==> config.mk <==
export PLATFORM = sky130hd
export DESIGN_NAME = encoder_segment_linearizer
export DESIGN_NICKNAME = d
export VERILOG_FILES = /design/src/esl_pkg.sv /design/src/encoder_segment_linearizer.sv /design/src/esl_table.sv /design/src/esl_mult.sv /design/src/esl_out.sv
export SDC_FILE = /design/constraint.sdc
export NUM_CORES = 1
export LEC_CHECK = 0
export ABC_AREA = 1
export BUFFER_PORTS_ARGS = -buffer_cell sky130_fd_sc_hd__buf_4
export CAP_MARGIN = 5
export CORE_ASPECT_RATIO = 1.25
export CORE_MARGIN = 2
export CORE_UTILIZATION = 36
export CTS_BUF_LIST = sky130_fd_sc_hd__clkbuf_16
export CTS_CLUSTER_DIAMETER = 150
export DETAILED_ROUTE_END_ITERATION = 7
export GPL_TIMING_DRIVEN = 0
export PLACE_DENSITY = 0.62
export SLEW_MARGIN = 20
export SYNTH_ARGS = -nofsm -noshare
export SYNTH_HDL_FRONTEND = slang
export SYNTH_SLANG_ARGS = --single-unit
==> constraint.sdc <==
create_clock -name clk -period 14 [get_ports clk]
set_input_delay 4.2 -clock clk [delete_from_list [all_inputs] [get_ports clk]]
set_output_delay 4.2 -clock clk [all_outputs]
set_load 0.02 [all_outputs]
==> src/esl_pkg.sv <==
// ----------------------------------------------------------------------------
// esl_pkg
// Shared constants, codes and stage payload types of the encoder segment
// linearizer. The segment width is a power of two: segment and offset come
// from a split of the angle.
// ----------------------------------------------------------------------------
package esl_pkg;

	// table geometry
	localparam int NUM_SEGMENTS  = 8;
	localparam int SEGMENT_WIDTH = 2048;
	localparam int TABLE_LIMIT   = NUM_SEGMENTS * SEGMENT_WIDTH;

	// field widths
	localparam int ANGLE_W     = 14;
	localparam int INDEX_W     = 3;
	localparam int ENTRY_W     = 15;
	localparam int SPAN_W      = 16;
	localparam int ELEC_W      = 17;

	// derived widths
	localparam int SEG_W  = (NUM_SEGMENTS > 1) ? $clog2(NUM_SEGMENTS) : 1;
	localparam int OFF_W  = $clog2(SEGMENT_WIDTH);
	localparam int PROD_W = OFF_W + SPAN_W + 1;

	// input item operation codes
	typedef enum logic {
		OP_CONVERT = 1'b0,
		OP_WRITE   = 1'b1
	} esl_op_t;

	// one calibration table entry
	typedef struct packed {
		logic        [ENTRY_W-1:0] lo_angle;
		logic        [ENTRY_W-1:0] hi_angle;
		logic signed [SPAN_W-1:0]  span;
	} esl_entry_t;

	// payload after the table read
	typedef struct packed {
		esl_entry_t         entry;
		logic [OFF_W-1:0]   offset;
	} esl_s2_t;

	// payload after the multiply
	typedef struct packed {
		logic signed [PROD_W-1:0] prod;
		logic        [ENTRY_W-1:0] lo_angle;
		logic        [ENTRY_W-1:0] hi_angle;
	} esl_s3_t;

endpackage

==> src/encoder_segment_linearizer.sv <==
// ----------------------------------------------------------------------------
// encoder_segment_linearizer
// Piecewise-linear correction of a raw sensor angle into an electrical angle.
//
// Input channel (in_valid/in_ready): operation selects convert or table write.
//   A convert transfer gives one result; a write transfer loads one segment
//   entry and gives none. Entries must be written before read; not enforced.
// Output channel (out_valid/out_ready): one electric_angle per convert.
// Config channel (cfg_valid/cfg_ready): cfg_data bit 0 is count_up, always
//   ready; write it only while no convert is in flight.
// Stages: input split, table memory read, multiply, and divide and base add
//   into the output register, each a register that holds one item.
// Throughput: one item per cycle while out_ready stays high, since each of
//   the four register stages takes a new item whenever the next can move.
// Reset: stage valid bits clear and count_up returns to 1; the table contents
//   stay undefined until written.
// Stall: a held result keeps its stage, earlier stages fill their bubbles, and
//   in_ready drops only when all four stages are occupied.
// ----------------------------------------------------------------------------
module encoder_segment_linearizer import esl_pkg::*; (
	input  logic                     clk,
	input  logic                     arst_n,
	input  logic                     cfg_valid,
	output logic                     cfg_ready,
	input  logic                     cfg_data,
	input  logic                     in_valid,
	output logic                     in_ready,
	input  logic                     operation,
	input  logic [ANGLE_W-1:0]       sensor_angle,
	input  logic [INDEX_W-1:0]       entry_index,
	input  logic [ENTRY_W-1:0]       entry_min,
	input  logic [ENTRY_W-1:0]       entry_max,
	input  logic signed [SPAN_W-1:0] entry_span,
	output logic                     out_valid,
	input  logic                     out_ready,
	output logic signed [ELEC_W-1:0] electric_angle
);

	logic    count_up_q;
	logic    tbl_valid;
	logic    mul_ready;
	esl_s2_t tbl_data;
	logic    mul_valid;
	logic    fin_ready;
	esl_s3_t mul_data;

	assign cfg_ready = 1'b1;

	// direction register
	always_ff @(posedge clk or negedge arst_n) begin
		if (!arst_n) begin
			count_up_q <= 1'b1;
		end else if (cfg_valid && cfg_ready) begin
			count_up_q <= cfg_data;
		end
	end

	// input split and table read
	esl_table u_table (
		.clk          (clk),
		.arst_n       (arst_n),
		.in_valid     (in_valid),
		.in_ready     (in_ready),
		.operation    (operation),
		.sensor_angle (sensor_angle),
		.entry_index  (entry_index),
		.entry_min    (entry_min),
		.entry_max    (entry_max),
		.entry_span   (entry_span),
		.out_valid    (tbl_valid),
		.out_ready    (mul_ready),
		.out_data     (tbl_data)
	);

	// offset times span
	esl_mult u_mult (
		.clk       (clk),
		.arst_n    (arst_n),
		.in_valid  (tbl_valid),
		.in_ready  (mul_ready),
		.in_data   (tbl_data),
		.out_valid (mul_valid),
		.out_ready (fin_ready),
		.out_data  (mul_data)
	);

	// divide, base and saturation
	esl_out u_out (
		.clk            (clk),
		.arst_n         (arst_n),
		.count_up       (count_up_q),
		.in_valid       (mul_valid),
		.in_ready       (fin_ready),
		.in_data        (mul_data),
		.out_valid      (out_valid),
		.out_ready      (out_ready),
		.electric_angle (electric_angle)
	);

endmodule

==> src/esl_table.sv <==
// ----------------------------------------------------------------------------
// esl_table
// Input stage and calibration table. Splits the angle into segment and offset,
// stores table writes and reads the segment entry from a synchronous memory.
// ----------------------------------------------------------------------------
module esl_table import esl_pkg::*; (
	input  logic                     clk,
	input  logic                     arst_n,
	input  logic                     in_valid,
	output logic                     in_ready,
	input  logic                     operation,
	input  logic [ANGLE_W-1:0]       sensor_angle,
	input  logic [INDEX_W-1:0]       entry_index,
	input  logic [ENTRY_W-1:0]       entry_min,
	input  logic [ENTRY_W-1:0]       entry_max,
	input  logic signed [SPAN_W-1:0] entry_span,
	output logic                     out_valid,
	input  logic                     out_ready,
	output esl_s2_t                  out_data
);

	logic             v_s1;
	logic [SEG_W-1:0] seg_s1;
	logic [OFF_W-1:0] off_s1;
	logic             v_s2;
	esl_s2_t          data_s2;

	esl_entry_t       seg_mem [NUM_SEGMENTS];

	logic             ready_s1;
	logic             ready_s2;
	logic             accept;
	logic             conv_en;
	logic             wr_en;
	logic [31:0]      angle_ext;
	logic [31:0]      angle_sat;
	logic [SEG_W-1:0] seg_in;
	logic [OFF_W-1:0] off_in;
	logic [SEG_W-1:0] wr_idx;
	esl_entry_t       wr_entry;

	// stage handshake, bubbles collapse
	assign ready_s2 = !v_s2 || out_ready;
	assign ready_s1 = !v_s1 || ready_s2;
	assign in_ready = ready_s1;
	assign accept   = in_valid && in_ready;
	assign conv_en  = accept && (operation == OP_CONVERT);
	assign wr_en    = accept && (operation == OP_WRITE) &&
	                  (32'(entry_index) < 32'(NUM_SEGMENTS));

	// clamp to the last table angle, then split into segment and offset
	assign angle_ext = 32'(sensor_angle);
	assign angle_sat = (angle_ext >= 32'(TABLE_LIMIT)) ? 32'(TABLE_LIMIT - 1) : angle_ext;
	assign seg_in    = SEG_W'(angle_sat >> OFF_W);
	assign off_in    = angle_sat[OFF_W-1:0];

	// table write data
	assign wr_idx            = SEG_W'(32'(entry_index));
	assign wr_entry.lo_angle = entry_min;
	assign wr_entry.hi_angle = entry_max;
	assign wr_entry.span     = entry_span;

	// stage valid bits
	always_ff @(posedge clk or negedge arst_n) begin
		if (!arst_n) begin
			v_s1 <= 1'b0;
			v_s2 <= 1'b0;
		end else begin
			if (ready_s1) begin
				v_s1 <= conv_en;
			end
			if (ready_s2) begin
				v_s2 <= v_s1;
			end
		end
	end

	// stage 1 payload
	always_ff @(posedge clk) begin
		if (conv_en) begin
			seg_s1 <= seg_in;
			off_s1 <= off_in;
		end
	end

	// table memory, read before write at the same edge keeps item order
	always_ff @(posedge clk) begin
		if (wr_en) begin
			seg_mem[wr_idx] <= wr_entry;
		end
		if (ready_s2 && v_s1) begin
			data_s2.entry  <= seg_mem[seg_s1];
			data_s2.offset <= off_s1;
		end
	end

	assign out_valid = v_s2;
	assign out_data  = data_s2;

`ifndef ASSERT_OFF
	// a convert transfer always lands in stage 1
	a_conv_enters: assert property (@(posedge clk) disable iff (!arst_n)
		(in_valid && in_ready && (operation == OP_CONVERT)) |=> v_s1)
		else $error("convert transfer did not enter stage 1");

	// a write transfer leaves no item behind
	a_write_no_item: assert property (@(posedge clk) disable iff (!arst_n)
		(in_valid && in_ready && (operation == OP_WRITE)) |=> !v_s1)
		else $error("write transfer created a pipeline item");

	// back-pressure only when both stages are full and downstream stalls
	a_ready_full: assert property (@(posedge clk) disable iff (!arst_n)
		!in_ready |-> (v_s1 && v_s2 && !out_ready))
		else $error("input stalled with a free stage");
`endif

endmodule

==> src/esl_mult.sv <==
// ----------------------------------------------------------------------------
// esl_mult
// Multiply stage: segment offset times the signed segment span.
// ----------------------------------------------------------------------------
module esl_mult import esl_pkg::*; (
	input  logic    clk,
	input  logic    arst_n,
	input  logic    in_valid,
	output logic    in_ready,
	input  esl_s2_t in_data,
	output logic    out_valid,
	input  logic    out_ready,
	output esl_s3_t out_data
);

	logic                     v_s3;
	esl_s3_t                  data_s3;
	logic signed [PROD_W-1:0] prod;

	assign in_ready = !v_s3 || out_ready;

	// offset is unsigned, widen with a zero sign bit
	assign prod = PROD_W'($signed({1'b0, in_data.offset}) * in_data.entry.span);

	always_ff @(posedge clk or negedge arst_n) begin
		if (!arst_n) begin
			v_s3 <= 1'b0;
		end else if (in_ready) begin
			v_s3 <= in_valid;
		end
	end

	// stage 3 payload
	always_ff @(posedge clk) begin
		if (in_ready && in_valid) begin
			data_s3.prod     <= prod;
			data_s3.lo_angle <= in_data.entry.lo_angle;
			data_s3.hi_angle <= in_data.entry.hi_angle;
		end
	end

	assign out_valid = v_s3;
	assign out_data  = data_s3;

endmodule

==> src/esl_out.sv <==
// ----------------------------------------------------------------------------
// esl_out
// Output stage: divide by the segment width toward zero, apply the segment
// base in the chosen direction, saturate and hold in the output register.
// ----------------------------------------------------------------------------
module esl_out import esl_pkg::*; (
	input  logic                     clk,
	input  logic                     arst_n,
	input  logic                     count_up,
	input  logic                     in_valid,
	output logic                     in_ready,
	input  esl_s3_t                  in_data,
	output logic                     out_valid,
	input  logic                     out_ready,
	output logic signed [ELEC_W-1:0] electric_angle
);

	localparam logic signed [PROD_W-1:0] OUT_LO = PROD_W'(-(2 ** (ELEC_W - 1)));
	localparam logic signed [PROD_W-1:0] OUT_HI = PROD_W'((2 ** (ELEC_W - 1)) - 1);

	logic                     v_s4;
	logic signed [ELEC_W-1:0] angle_s4;
	logic signed [PROD_W-1:0] bias;
	logic signed [PROD_W-1:0] quot;
	logic signed [PROD_W-1:0] lo_ext;
	logic signed [PROD_W-1:0] hi_ext;
	logic signed [PROD_W-1:0] sum;
	logic signed [ELEC_W-1:0] sat;

	assign in_ready = !v_s4 || out_ready;

	// shift with rounding toward zero for negative products
	assign bias = in_data.prod[PROD_W-1] ? PROD_W'(SEGMENT_WIDTH - 1) : '0;
	assign quot = (in_data.prod + bias) >>> OFF_W;

	// segment base, up from the minimum or down from the maximum
	assign lo_ext = $signed(PROD_W'(in_data.lo_angle));
	assign hi_ext = $signed(PROD_W'(in_data.hi_angle));
	assign sum    = count_up ? (lo_ext + quot) : (hi_ext - quot);

	// clamp to the output range
	always_comb begin
		if (sum < OUT_LO) begin
			sat = OUT_LO[ELEC_W-1:0];
		end else if (sum > OUT_HI) begin
			sat = OUT_HI[ELEC_W-1:0];
		end else begin
			sat = sum[ELEC_W-1:0];
		end
	end

	always_ff @(posedge clk or negedge arst_n) begin
		if (!arst_n) begin
			v_s4 <= 1'b0;
		end else if (in_ready) begin
			v_s4 <= in_valid;
		end
	end

	// output register payload
	always_ff @(posedge clk) begin
		if (in_ready && in_valid) begin
			angle_s4 <= sat;
		end
	end

	assign out_valid      = v_s4;
	assign electric_angle = angle_s4;

endmodule
After elaboration in Yosys (flattened, before gate mapping):

Memory sizes are Yosys's and may differ from the RTL's. A register that Yosys moved wholly into a read port is not among the register bits.
Index checks and enable logic that the tools add are counted.

* bits in latches: 0
* RAM bits: 368
* input bits: 70
* bits in registers: 105
* output and inout bits: 20
* bits in read-only memories: 0
* memories kept: 1

* mux-type cells: 5
* bitwise logic cells: 1
* multiply operators: 1
* shift operators: 0
* reductions and logical operators: 14
* equality and inequality tests: 0
* order comparisons: 3
* divide/modulo/power cells: 0
* $add $sub $neg: 3

Memories
* u_table.seg_mem: depth 8, bits a word 46, rd ports 1, clocked after memory_dff 1, wr ports 1, RTL line esl_table.sv:28 `esl_entry_t seg_mem [NUM_SEGMENTS];`

Operator list (count)
* $add 28x12->28: 1
* $gt 28x17->1 const B: 1
* $lt 28x17->1 const B: 1
* $mul 12x16->28: 1
* $mux 28: 1
* $add 16x17->18: 1
* $sub 16x17->18: 1
* $mux 17: 1
* $ge 14x15->1 const B: 1
* $mux 11: 1
* $logic_and 1x1->1: 6
* $logic_not 1->1: 4
* $logic_or 1x1->1: 4
* $mux 1: 2
* $not 1->1: 1

Depth between registers and ports, before layout:

Gate-level depths: netlist of the first run.

* word-level depth: 9
* depth in mapped cells: 29
* gate-level depth less buffers: 28

Hierarchy:

A second synthesis of the first run with hierarchy kept.

* cell total of the unflattened synthesis: 3324
* area, all modules: 30869.6 sq um

Modules (own cells, without submodules)
* esl_table: area each 18363.9 sq um, instances 1, cells each 1689
* esl_mult: area each 9146.3 sq um, instances 1, cells each 1105
* esl_out: area each 3306.9 sq um, instances 1, cells each 523
* encoder_segment_linearizer: area each 52.6 sq um, instances 1, cells each 7

Worst setup path after synthesis of the first run:

No wires, ideal clock.

* kind: input-to-output
* start: input out_ready
* end: output in_ready
* required time: 9.800 ns
* data arrival time: 4.777 ns
* stages on the path: 6
* setup slack: 5.023 ns
* cell sequence: nor2_1 inv_1 nor2_1 inv_1 nor2_1 nand2_1

* longest elaborated chain between the ends: 4

RTL lines
* start: declaration: RTL line encoder_segment_linearizer.sv:35 `input logic out_ready,`
* $logic_or 1x1->1: RTL line esl_out.sv:30 `assign in_ready = !v_s4 || out_ready;`
* $logic_or 1x1->1: RTL line esl_mult.sv:20 `assign in_ready = !v_s3 || out_ready;`
* $logic_or 1x1->1: RTL line esl_table.sv:43 `assign ready_s2 = !v_s2 || out_ready;`
* $logic_or 1x1->1: RTL line esl_table.sv:44 `assign ready_s1 = !v_s1 || ready_s2;`
* end: declaration: RTL line encoder_segment_linearizer.sv:27 `output logic in_ready,`

Every way passes these cells.

Worst setup path in the final report of the first run:

Same ends and word-level chain as after synthesis.

==> flow_summary.json, run 1 <==
{
  "status": "complete, no violations",
  "clock.fmax_mhz": 108,
  "dieWidth_microns": 254,
  "synth_cells": 2590,
  "cts_tree": "done",
  "synth_area_leaders": "edfxtp_1 (55%), fa_1 (12%), nor2_1 (5.2%)",
  "synth_fp_nets": 2926,
  "clk_path_buf_depth": 3,
  "die_area_sq_mm": 0.0805,
  "hold_path_depth": 0,
  "power.total_w": 0.00590,
  "vias": 18538,
  "grt.overflow.total": 0,
  "first_pass_iters": 5,
  "synth.distinct_cells": 55,
  "rsz0062_at_grt": "no",
  "path_class": "input pin to output port",
  "regToRegEndpoint": "u_mult.out_data[49]",
  "slew_viol_final": 0,
  "grt_pass1_vias": 19025,
  "ys_top_cells_by_count": "edfxtp_1 (514), nor2_1 (391), inv_1 (379), nand2_1 (348), o21ai_0 (229)",
  "start_kind": "input pin",
  "clock-sinks": 519,
  "worstPathArrival_ns": 5.08,
  "post-route-util_pct": 41.7,
  "finalCritPeriodShare_pct": 66.3,
  "worstHoldStart": "u_table.out_data[28]",
  "drc": 0,
  "ys_seq_area_share_pct": 55.2,
  "place_congestion": 0.878,
  "crit_fanout": 3,
  "grt_pass1_wl_microns": 105000,
  "cts_max_level": 2,
  "num-nets-final": 3086,
  "grtUsageMet3_pct": 2.74,
  "viasPerCell": 4.83,
  "cts_buffers": 51,
  "hpwl_microns": 50300,
  "num_rows": 114,
  "min_to": "u_mult.out_data[1]",
  "grt_max_degree": 57,
  "avgSynthCellArea_sq_um": 10.9,
  "io_pins": 90,
  "cts.repair.resized": 0,
  "crit_path_end_kind": "output port",
  "routedWlPerCell_microns": 17.5,
  "fin_skew_ns": 0.0395,
  "ctsHoldBuffers": 0,
  "setup_violations": 0,
  "crit_required_ns": 9.80,
  "grt_use_met1_pct": 19.8,
  "clk_pin_slew_ns": 0.06,
  "worstMarginPinSlew_ns": 0.819,
  "portBuffers": 88,
  "synth-edff-count": 514,
  "yosys_warnings": 0,
  "ys_seq_elements": 519,
  "yosysMostFrequentCell": "edfxtp_1",
  "regToRegSetupSlack_ns": 8.10,
  "finalCriticalPeriod_ns": 9.28,
  "r2r-start": "u_table.out_data[3]",
  "hold_violations": 0,
  "grt_use_total_pct": 17.0,
  "die_h_microns": 317,
  "r2r_cells": 19,
  "fin_ws_ns": 4.72,
  "syn_to_final_growth_pct": 14.6,
  "start_util_pct": 36.4,
  "synth_flop_cell": "edfxtp_1",
  "yosysTopAreaCellShare_pct": 54.8,
  "syn_area_sq_mm": 0.0282,
  "drv_cap": 0,
  "power_leakage_nw": 13.1,
  "use_met2_pct": 31.4,
  "clock-root-buffer": "clkbuf_16",
  "drive_above_1_share_pct": 8.81,
  "clk_latency_ns": 0.62,
  "routed_wirelength_microns": 67300,
  "hp-class": "register to register",
  "grt.busiest_layer": "met2",
  "place_ws_ns": 4.70,
  "slew_headroom_pct": 45.4,
  "antenna_found_initial": 7,
  "max-vdd-ir-drop_mv": 0.148,
  "setup-tns-final_ns": 0,
  "cts_setup_buffers": 0,
  "drt_iter0_drc": 1170,
  "coreArea_sq_mm": 0.0775,
  "power_per_cell_area_mw_per_mm2": 183,
  "final_antenna_net_count": 0,
  "async_flop_share_pct": 0.963,
  "synth_top_area_cell": "edfxtp_1"
}
[report_power, final]
| group | total (W) | switching [W] | internal, W |
|---|---|---|---|
| sequential | 0.00197 | 0.0000569 | 0.00192 |
| combinational | 0.00258 | 0.00160 | 0.000979 |
| clock | 0.00135 | 0.000592 | 0.000761 |
| total | 0.00590 | 0.00225 | 0.00366 |
[routing by layer]
metal | share of wire, % | vias up
met4 | 3.1 | 10
met5 | 0.10 | -
met1 | 39 | 9020
li1 | - | 8906
met3 | 5.2 | 127
met2 | 52 | 475
[per-stage QoR]
stage	area [sq um]	std cells	hold WS, ns
2_1_floorplan	28200	2590	0.400
3_3_place_gp	30100	3722	0.403
3_5_place_dp	30600	3741	0.405
4_1_cts	32300	3835	0.419
5_1_grt	32300	3837	0.424
6_report	32300	3837	0.417
[logic make-up after synthesis]
kind of cell	count (synthesis)	share of synthesized area [%]
simple gates	830	12.1
buf+inv	497	6.77
compound gates	434	8.37
other cells	1	0.0133
flops	519	55.2
fa+ha+maj	266	16.2
xor+xnor	43	1.34
[state kept, by name (all words and copies together), names as in the netlist]
name and count:
u_table.seg_mem 368, u_mult.out_data 58, u_table.out_data 57, u_out.electric_angle 17, u_table.off_s1 11, u_table.seg_s1 3
count_up_q 1, u_mult.out_valid 1, u_out.out_valid 1, u_table.out_valid 1, u_table.v_s1 1
[layout by cell type (no fill, tap or decap), types with 17 or more instances in the layout]
cell / synthesis / final
a21oi_1: 77 / 77
a31oi_1: 49 / 49
buf_4: 2 / 90
clkbuf_1: 103 / 103
clkbuf_16: 0 / 51
edfxtp_1: 514 / 514
fa_1: 163 / 163
ha_1: 103 / 103
inv_1: 379 / 387
nand2_1: 348 / 348
nand2_2: 21 / 21
nand3_1: 23 / 23
nor2_1: 391 / 381
o21ai_0: 229 / 229
o22ai_1: 47 / 47
xnor2_1: 17 / 17
xor2_1: 26 / 26
[how the worst max path moves through the flow]
stage	slack, ns	depth (start not counted)	to	from
final	4.72	8	in_ready	out_ready
after global routing	4.61	8	in_ready	out_ready
after CTS	4.70	8	in_ready	out_ready
after detailed placement	4.70	8	in_ready	out_ready
after global placement	4.55	11	u_table.seg_mem[3][7]	out_ready
after floorplan	5.02	6	in_ready	out_ready
[worst max-delay path: stages]
cell and delay (ns):
buf_4 0.11, nor2_1 0.16, inv_1 0.07, nor2_1 0.09, inv_1 0.06, nor2_1 0.12
nand2_1 0.10, buf_4 0.17
[final cells by class]
type                       count  area [sq um]
fill                        7239         45200
sequential                   519         15600
multi-input combinational   1574         10800
inverter                     383          1450
tap                         1044          1310
clock buffer                  51          1280
timing repair buffer         107          1080
buffer                       114           465
clock inverter                43           385
antenna                        2          5.00
(Power assumes the default switching activity.)
==> run 2: changes to the inputs <==
--- a/config.mk
+++ b/config.mk
@@ -15,7 +15,7 @@
 export CTS_CLUSTER_DIAMETER = 150
 export DETAILED_ROUTE_END_ITERATION = 7
 export GPL_TIMING_DRIVEN = 0
-export PLACE_DENSITY = 0.62
+export PLACE_DENSITY = 0.64
 export SLEW_MARGIN = 20
 export SYNTH_ARGS = -nofsm -noshare
 export SYNTH_HDL_FRONTEND = slang
==> constraint.sdc (replaced) <==
create_clock -name clk -period 7.5 [get_ports clk]
set_input_delay 2.25 -clock clk [delete_from_list [all_inputs] [get_ports clk]]
set_output_delay 2.25 -clock clk [all_outputs]
set_load 0.02 [all_outputs]
==> flow_summary.json, run 2 (synthesis results as in run 1) <==
{
  "clk_pin_slew_ns": 0.06,
  "coreArea_sq_mm": 0.0775,
  "critPathMostFrequentCell": "fa_1",
  "regToRegSetupSlack_ns": 1.51,
  "p_clk_share_pct": 23.2,
  "final_cell_mix": "edfxtp_1 (514), inv_1 (385), nor2_1 (381)",
  "crit_fanout": 10,
  "place_congestion": 0.888,
  "setup_violations": 0,
  "clock.fmax_mhz": 167,
  "clk_latency_ns": 0.61,
  "grt.overflow.total": 0,
  "hold_path_depth": 0,
  "combPwrFrac_pct": 43.6,
  "drc": 0,
  "first_pass_iters": 5,
  "stdcell_count": 3837,
  "hold_violations": 0,
  "grt_max_degree": 57,
  "drive_above_1_share_pct": 9.10,
  "start_kind": "register",
  "routed_wirelength_microns": 66500,
  "die_area_sq_mm": 0.0805,
  "start_util_pct": 36.4,
  "power_leakage_nw": 13.1,
  "slew_viol_final": 0,
  "power_per_cell_area_mw_per_mm2": 342,
  "antenna_found_initial": 6,
  "vias": 18478,
  "crit_path_end_kind": "register",
  "fin_skew_ns": 0.0319,
  "final_antenna_net_count": 0,
  "hp-class": "register to register",
  "min_to": "u_table.out_data[4]",
  "setup-tns-final_ns": 0,
  "netSwitchingPower_w": 0.00421,
  "status": "complete, no violations",
  "crit_slowest_cell": "fa_1",
  "worstHoldStart": "u_table.off_s1[4]",
  "syn_to_final_growth_pct": 14.8,
  "grt_pass1_vias": 19109,
  "die_h_microns": 317,
  "drt_iter0_drc": 1349,
  "power.total_w": 0.0111,
  "regToRegEndpoint": "u_mult.out_data[49]",
  "design_area_sq_mm": 0.0323,
  "m1WireLength_microns": 26300,
  "path_class": "register to register",
  "io_pins": 90,
  "met2_wirelength_microns": 34500,
  "clock-sinks": 519,
  "top_layer": "met5",
  "cp_slowest_stage_delay_ns": 0.56,
  "clk_path_buf_depth": 3,
  "rsz0062_at_grt": "no",
  "num-nets-final": 3086,
  "met3_length_microns": 3340,
  "finalCritPeriodShare_pct": 79.9,
  "cts_buffers": 51,
  "cts.repair.resized": 0,
  "cts_tree": "done",
  "path_cells": "clkbuf_1 -> clkbuf_1 -> nand2_1 -> fa_1 -> inv_1 -> fa_1 -> inv_1 -> fa_1 -> inv_1 -> fa_1 -> fa_1 -> ha_1 -> a21o_1 -> a21oi_1 -> nand2_1 -> a21oi_1 -> o21ai_0 -> a21oi_1 -> xnor2_1",
  "largest_register_ffs": 368,
  "top_register": "u_table.seg_mem",
  "place_area_sq_mm": 0.0306,
  "r2r_cells": 19,
  "post-route-util_pct": 41.8,
  "viasPerCell": 4.82,
  "dieWidth_microns": 254,
  "cts_setup_buffers": 0,
  "grt_pass1_wl_microns": 105000,
  "cts_max_level": 2,
  "drv_cap": 0,
  "finalCriticalPeriod_ns": 5.99,
  "final_common_cell": "edfxtp_1",
  "ctsHoldBuffers": 0,
  "r2r-start": "u_table.out_data[3]",
  "p_sw_share_pct": 38.0,
  "worstMarginPinSlew_ns": 0.828,
  "max-vdd-ir-drop_mv": 0.267,
  "crit_required_ns": 7.85,
  "worstPathArrival_ns": 6.34,
  "grt_use_total_pct": 16.8,
  "slew_headroom_pct": 44.7,
  "internal_power_w": 0.00687,
  "num_rows": 114,
  "clock-root-buffer": "clkbuf_16",
  "routedWlPerCell_microns": 17.3,
  "portBuffers": 88,
  "dp.cells": 3741,
  "pwr-share-seq_pct": 33.3,
  "hpwl_microns": 49700
}
## run 2: final cells by class
cell class	instances	area, sq um
Timing Repair Buffer	107	1090
Fill cell	7200	45100
Clock buffer	51	1280
Inverter	383	1450
Tap cell	1044	1310
Clock inverter	44	418
Antenna cell	1	2.50
Sequential cell	519	15600
Buffer	114	465
Multi-Input combinational cell	1574	10800
## run 2: worst max path at each step
stage                     cells past startpoint                    end  slack (ns)                start
after global routing                         19    u_mult.out_data[49]        1.16  u_table.out_data[3]
after detailed placement                     19    u_mult.out_data[49]        1.49  u_table.out_data[3]
after floorplan                              10  u_table.seg_mem[0][0]        2.10            out_ready
final                                        19    u_mult.out_data[49]        1.51  u_table.out_data[3]
after global placement                       11  u_table.seg_mem[2][7]        0.19            out_ready
after CTS                                    19    u_mult.out_data[49]        1.50  u_table.out_data[3]
## run 2: power groups by stage
stage	Sequential [W]	Clock (W)	Combinational, W
finish	0.00368	0.00256	0.00483
floorplan	0.00375	0	0.00355
global route	0.00370	0.00273	0.00552
detailed placement	0.00375	0	0.00482
global placement	0.00375	0	0.00477
CTS	0.00369	0.00262	0.00485
## run 2: metrics by stage
stage / setup slack [ns] / hold WS [ns]
after floorplan: 2.10 / 0.400
after global placement: 0.185 / 0.403
after detailed placement: 1.49 / 0.405
after CTS: 1.50 / 0.416
after global routing: 1.16 / 0.423
final: 1.51 / 0.418
## run 2: critical path, delay by kind of cell (launching register included)
kind,cells,cell delay (ns)
xor+xnor,1,0.10
flops,1,0.32
simple gates,2,0.30
fa+ha+maj,6,2.90
buf+inv,5,1.14
compound gates,5,1.01
## run 2: metal layers
layer | track usage, % | vias to the layer above
li1 | - | 8917
met1 | 19.6 | 8953
met2 | 31.1 | 462
met3 | 2.58 | 136
met4 | 6.30 | 10
met5 | 0 | -
==> run 3: changes to the inputs <==
--- a/config.mk
+++ b/config.mk
@@ -15,7 +15,7 @@
 export CTS_CLUSTER_DIAMETER = 150
 export DETAILED_ROUTE_END_ITERATION = 7
 export GPL_TIMING_DRIVEN = 0
-export PLACE_DENSITY = 0.64
+export PLACE_DENSITY = 0.62
 export SLEW_MARGIN = 20
 export SYNTH_ARGS = -nofsm -noshare
 export SYNTH_HDL_FRONTEND = slang
==> constraint.sdc (replaced) <==
create_clock -name clk -period 6.02 [get_ports clk]
set_input_delay 1.806 -clock clk [delete_from_list [all_inputs] [get_ports clk]]
set_output_delay 1.806 -clock clk [all_outputs]
set_load 0.02 [all_outputs]
==> flow_summary.json, run 3 (synthesis results as in run 1) <==
{
  "status": "complete, no violations",
  "met2_wirelength_microns": 35000,
  "crit_required_ns": 6.38,
  "grt.overflow.total": 0,
  "vias": 18493,
  "top_register": "u_table.seg_mem",
  "grt_pass1_wl_microns": 105000,
  "routed_wirelength_microns": 67200,
  "start_util_pct": 36.4,
  "hpwl_microns": 50300,
  "rsz0062_at_grt": "no",
  "place_congestion": 0.878,
  "power_per_cell_area_mw_per_mm2": 425,
  "hold_path_depth": 0,
  "cts_max_level": 2,
  "first_pass_iters": 5,
  "num_rows": 114,
  "final_common_cell": "edfxtp_1",
  "top_layer": "met5",
  "die_h_microns": 317,
  "num-nets-final": 3084,
  "grt_use_total_pct": 17.0,
  "finalCritPeriodShare_pct": 92.8,
  "worstPathArrival_ns": 5.95,
  "worstMarginPinSlew_ns": 0.818,
  "hp-class": "register to register",
  "path_cells": "clkbuf_1 -> clkbuf_2 -> nand2_1 -> fa_1 -> fa_1 -> inv_1 -> fa_1 -> inv_1 -> fa_1 -> inv_1 -> fa_1 -> ha_1 -> a21oi_1 -> o21ai_0 -> a21oi_1 -> o21ai_1 -> a21oi_1 -> o21ai_1 -> xor2_1",
  "crit_start": "u_table.out_data[7]",
  "drv_cap": 0,
  "final_cell_mix": "edfxtp_1 (514), inv_1 (387), nor2_1 (381)",
  "start_kind": "register",
  "drc": 0,
  "regToRegSetupSlack_ns": 0.43,
  "design_area_sq_mm": 0.0323,
  "slew_headroom_pct": 45.4,
  "m1WireLength_microns": 26400,
  "met3_length_microns": 3540,
  "syn_to_final_growth_pct": 14.6,
  "clk_latency_ns": 0.62,
  "clk_pin_slew_ns": 0.06,
  "finalCriticalPeriod_ns": 5.59,
  "clk_path_buf_depth": 3,
  "clock.fmax_mhz": 179,
  "fin_skew_ns": 0.0373,
  "routedWlPerCell_microns": 17.5,
  "grt_max_degree": 57,
  "largest_register_ffs": 368,
  "min_to": "u_table.out_data[5]",
  "viasPerCell": 4.82,
  "slew_viol_final": 0,
  "path_delay_family": "adder cells",
  "grt_pass1_vias": 19025,
  "r2r_cells": 19,
  "crit_slowest_cell": "fa_1",
  "drt_iter0_drc": 1127,
  "coreArea_sq_mm": 0.0775,
  "r2r-start": "u_table.out_data[7]",
  "cts_buffers": 51,
  "critPathMostFrequentCell": "fa_1",
  "cts_tree": "done",
  "drive_above_1_share_pct": 9.04,
  "clock-sinks": 519,
  "worstHoldStart": "u_table.off_s1[5]",
  "antenna_found_initial": 7,
  "setup_violations": 0,
  "regToRegEndpoint": "u_mult.out_data[56]",
  "max-vdd-ir-drop_mv": 0.342,
  "place_area_sq_mm": 0.0306,
  "io_pins": 90,
  "ctsHoldBuffers": 0,
  "setup-tns-final_ns": 0,
  "portBuffers": 88,
  "cp_num_buf_inv": 5,
  "die_area_sq_mm": 0.0805,
  "crit_path_end_kind": "register",
  "cp_slowest_stage_delay_ns": 0.55,
  "crit_fanout": 10,
  "power_leakage_nw": 13.1,
  "final_antenna_net_count": 0,
  "hold_violations": 0,
  "dieWidth_microns": 254,
  "path_class": "register to register",
  "clock-root-buffer": "clkbuf_16"
}
[run 3: layer usage]
metal / vias up / global-route usage (%)
li1: 8907 / -
met1: 8982 / 19.8
met2: 467 / 31.4
met3: 129 / 2.74
met4: 8 / 5.91
met5: - / 0
[run 3: worst max-delay path by stage]
| stage | depth (start not counted) | end |
|---|---|---|
| finish | 19 | u_mult.out_data[56] |
| global route | 19 | u_mult.out_data[56] |
| CTS | 19 | u_mult.out_data[49] |
| detailed placement | 19 | u_mult.out_data[49] |
| global placement | 11 | u_table.seg_mem[3][7] |
| floorplan | 19 | u_mult.out_data[49] |
[run 3: what timing repair did]
action                                  in CTS  in global routing
setup buffers                                0                  0
endpoints found under the setup margin       0                  9
resized for setup                            0                 12
endpoints found under the hold margin        0                  0
[run 3: report_power, final]
part,switching (W),internal (W)
clock,0.00138,0.00177
combinational,0.00371,0.00228
sequential,0.000134,0.00446
total,0.00522,0.00850
[run 3: stage by stage]
stage                     worst slack, ns  hold slack (ns)  total power [W]  utilization [%]  cells
after floorplan                     0.945            0.400          0.00910                -   2590
after detailed placement           0.0309            0.405           0.0107             39.6   3741
final                               0.434            0.417           0.0137             41.7   3836
after CTS                          0.0608            0.419           0.0139             41.7   3835
after global routing               0.0361            0.424           0.0148             41.7   3835
after global placement              -1.04            0.403           0.0106             38.9   3722
[run 3: cell type report]
type	instances	area, sq um
inverter	383	1450
fill	7235	45100
multi-input combinational	1574	10800
clock buffer	51	1280
antenna	3	7.51
sequential	519	15600
clock inverter	43	385
tap	1044	1310
timing repair buffer	107	1080
buffer	112	465
[run 3: worst register-to-register path, cell delays in order (launching register included)]
cell	delay, ns
edfxtp_1	0.33
clkbuf_1	0.42
clkbuf_2	0.38
nand2_1	0.12
fa_1	0.51
fa_1	0.55
inv_1	0.05
fa_1	0.48
inv_1	0.06
fa_1	0.49
inv_1	0.06
fa_1	0.45
ha_1	0.37
a21oi_1	0.17
o21ai_0	0.10
a21oi_1	0.14
o21ai_1	0.13
a21oi_1	0.28
o21ai_1	0.12
xor2_1	0.15
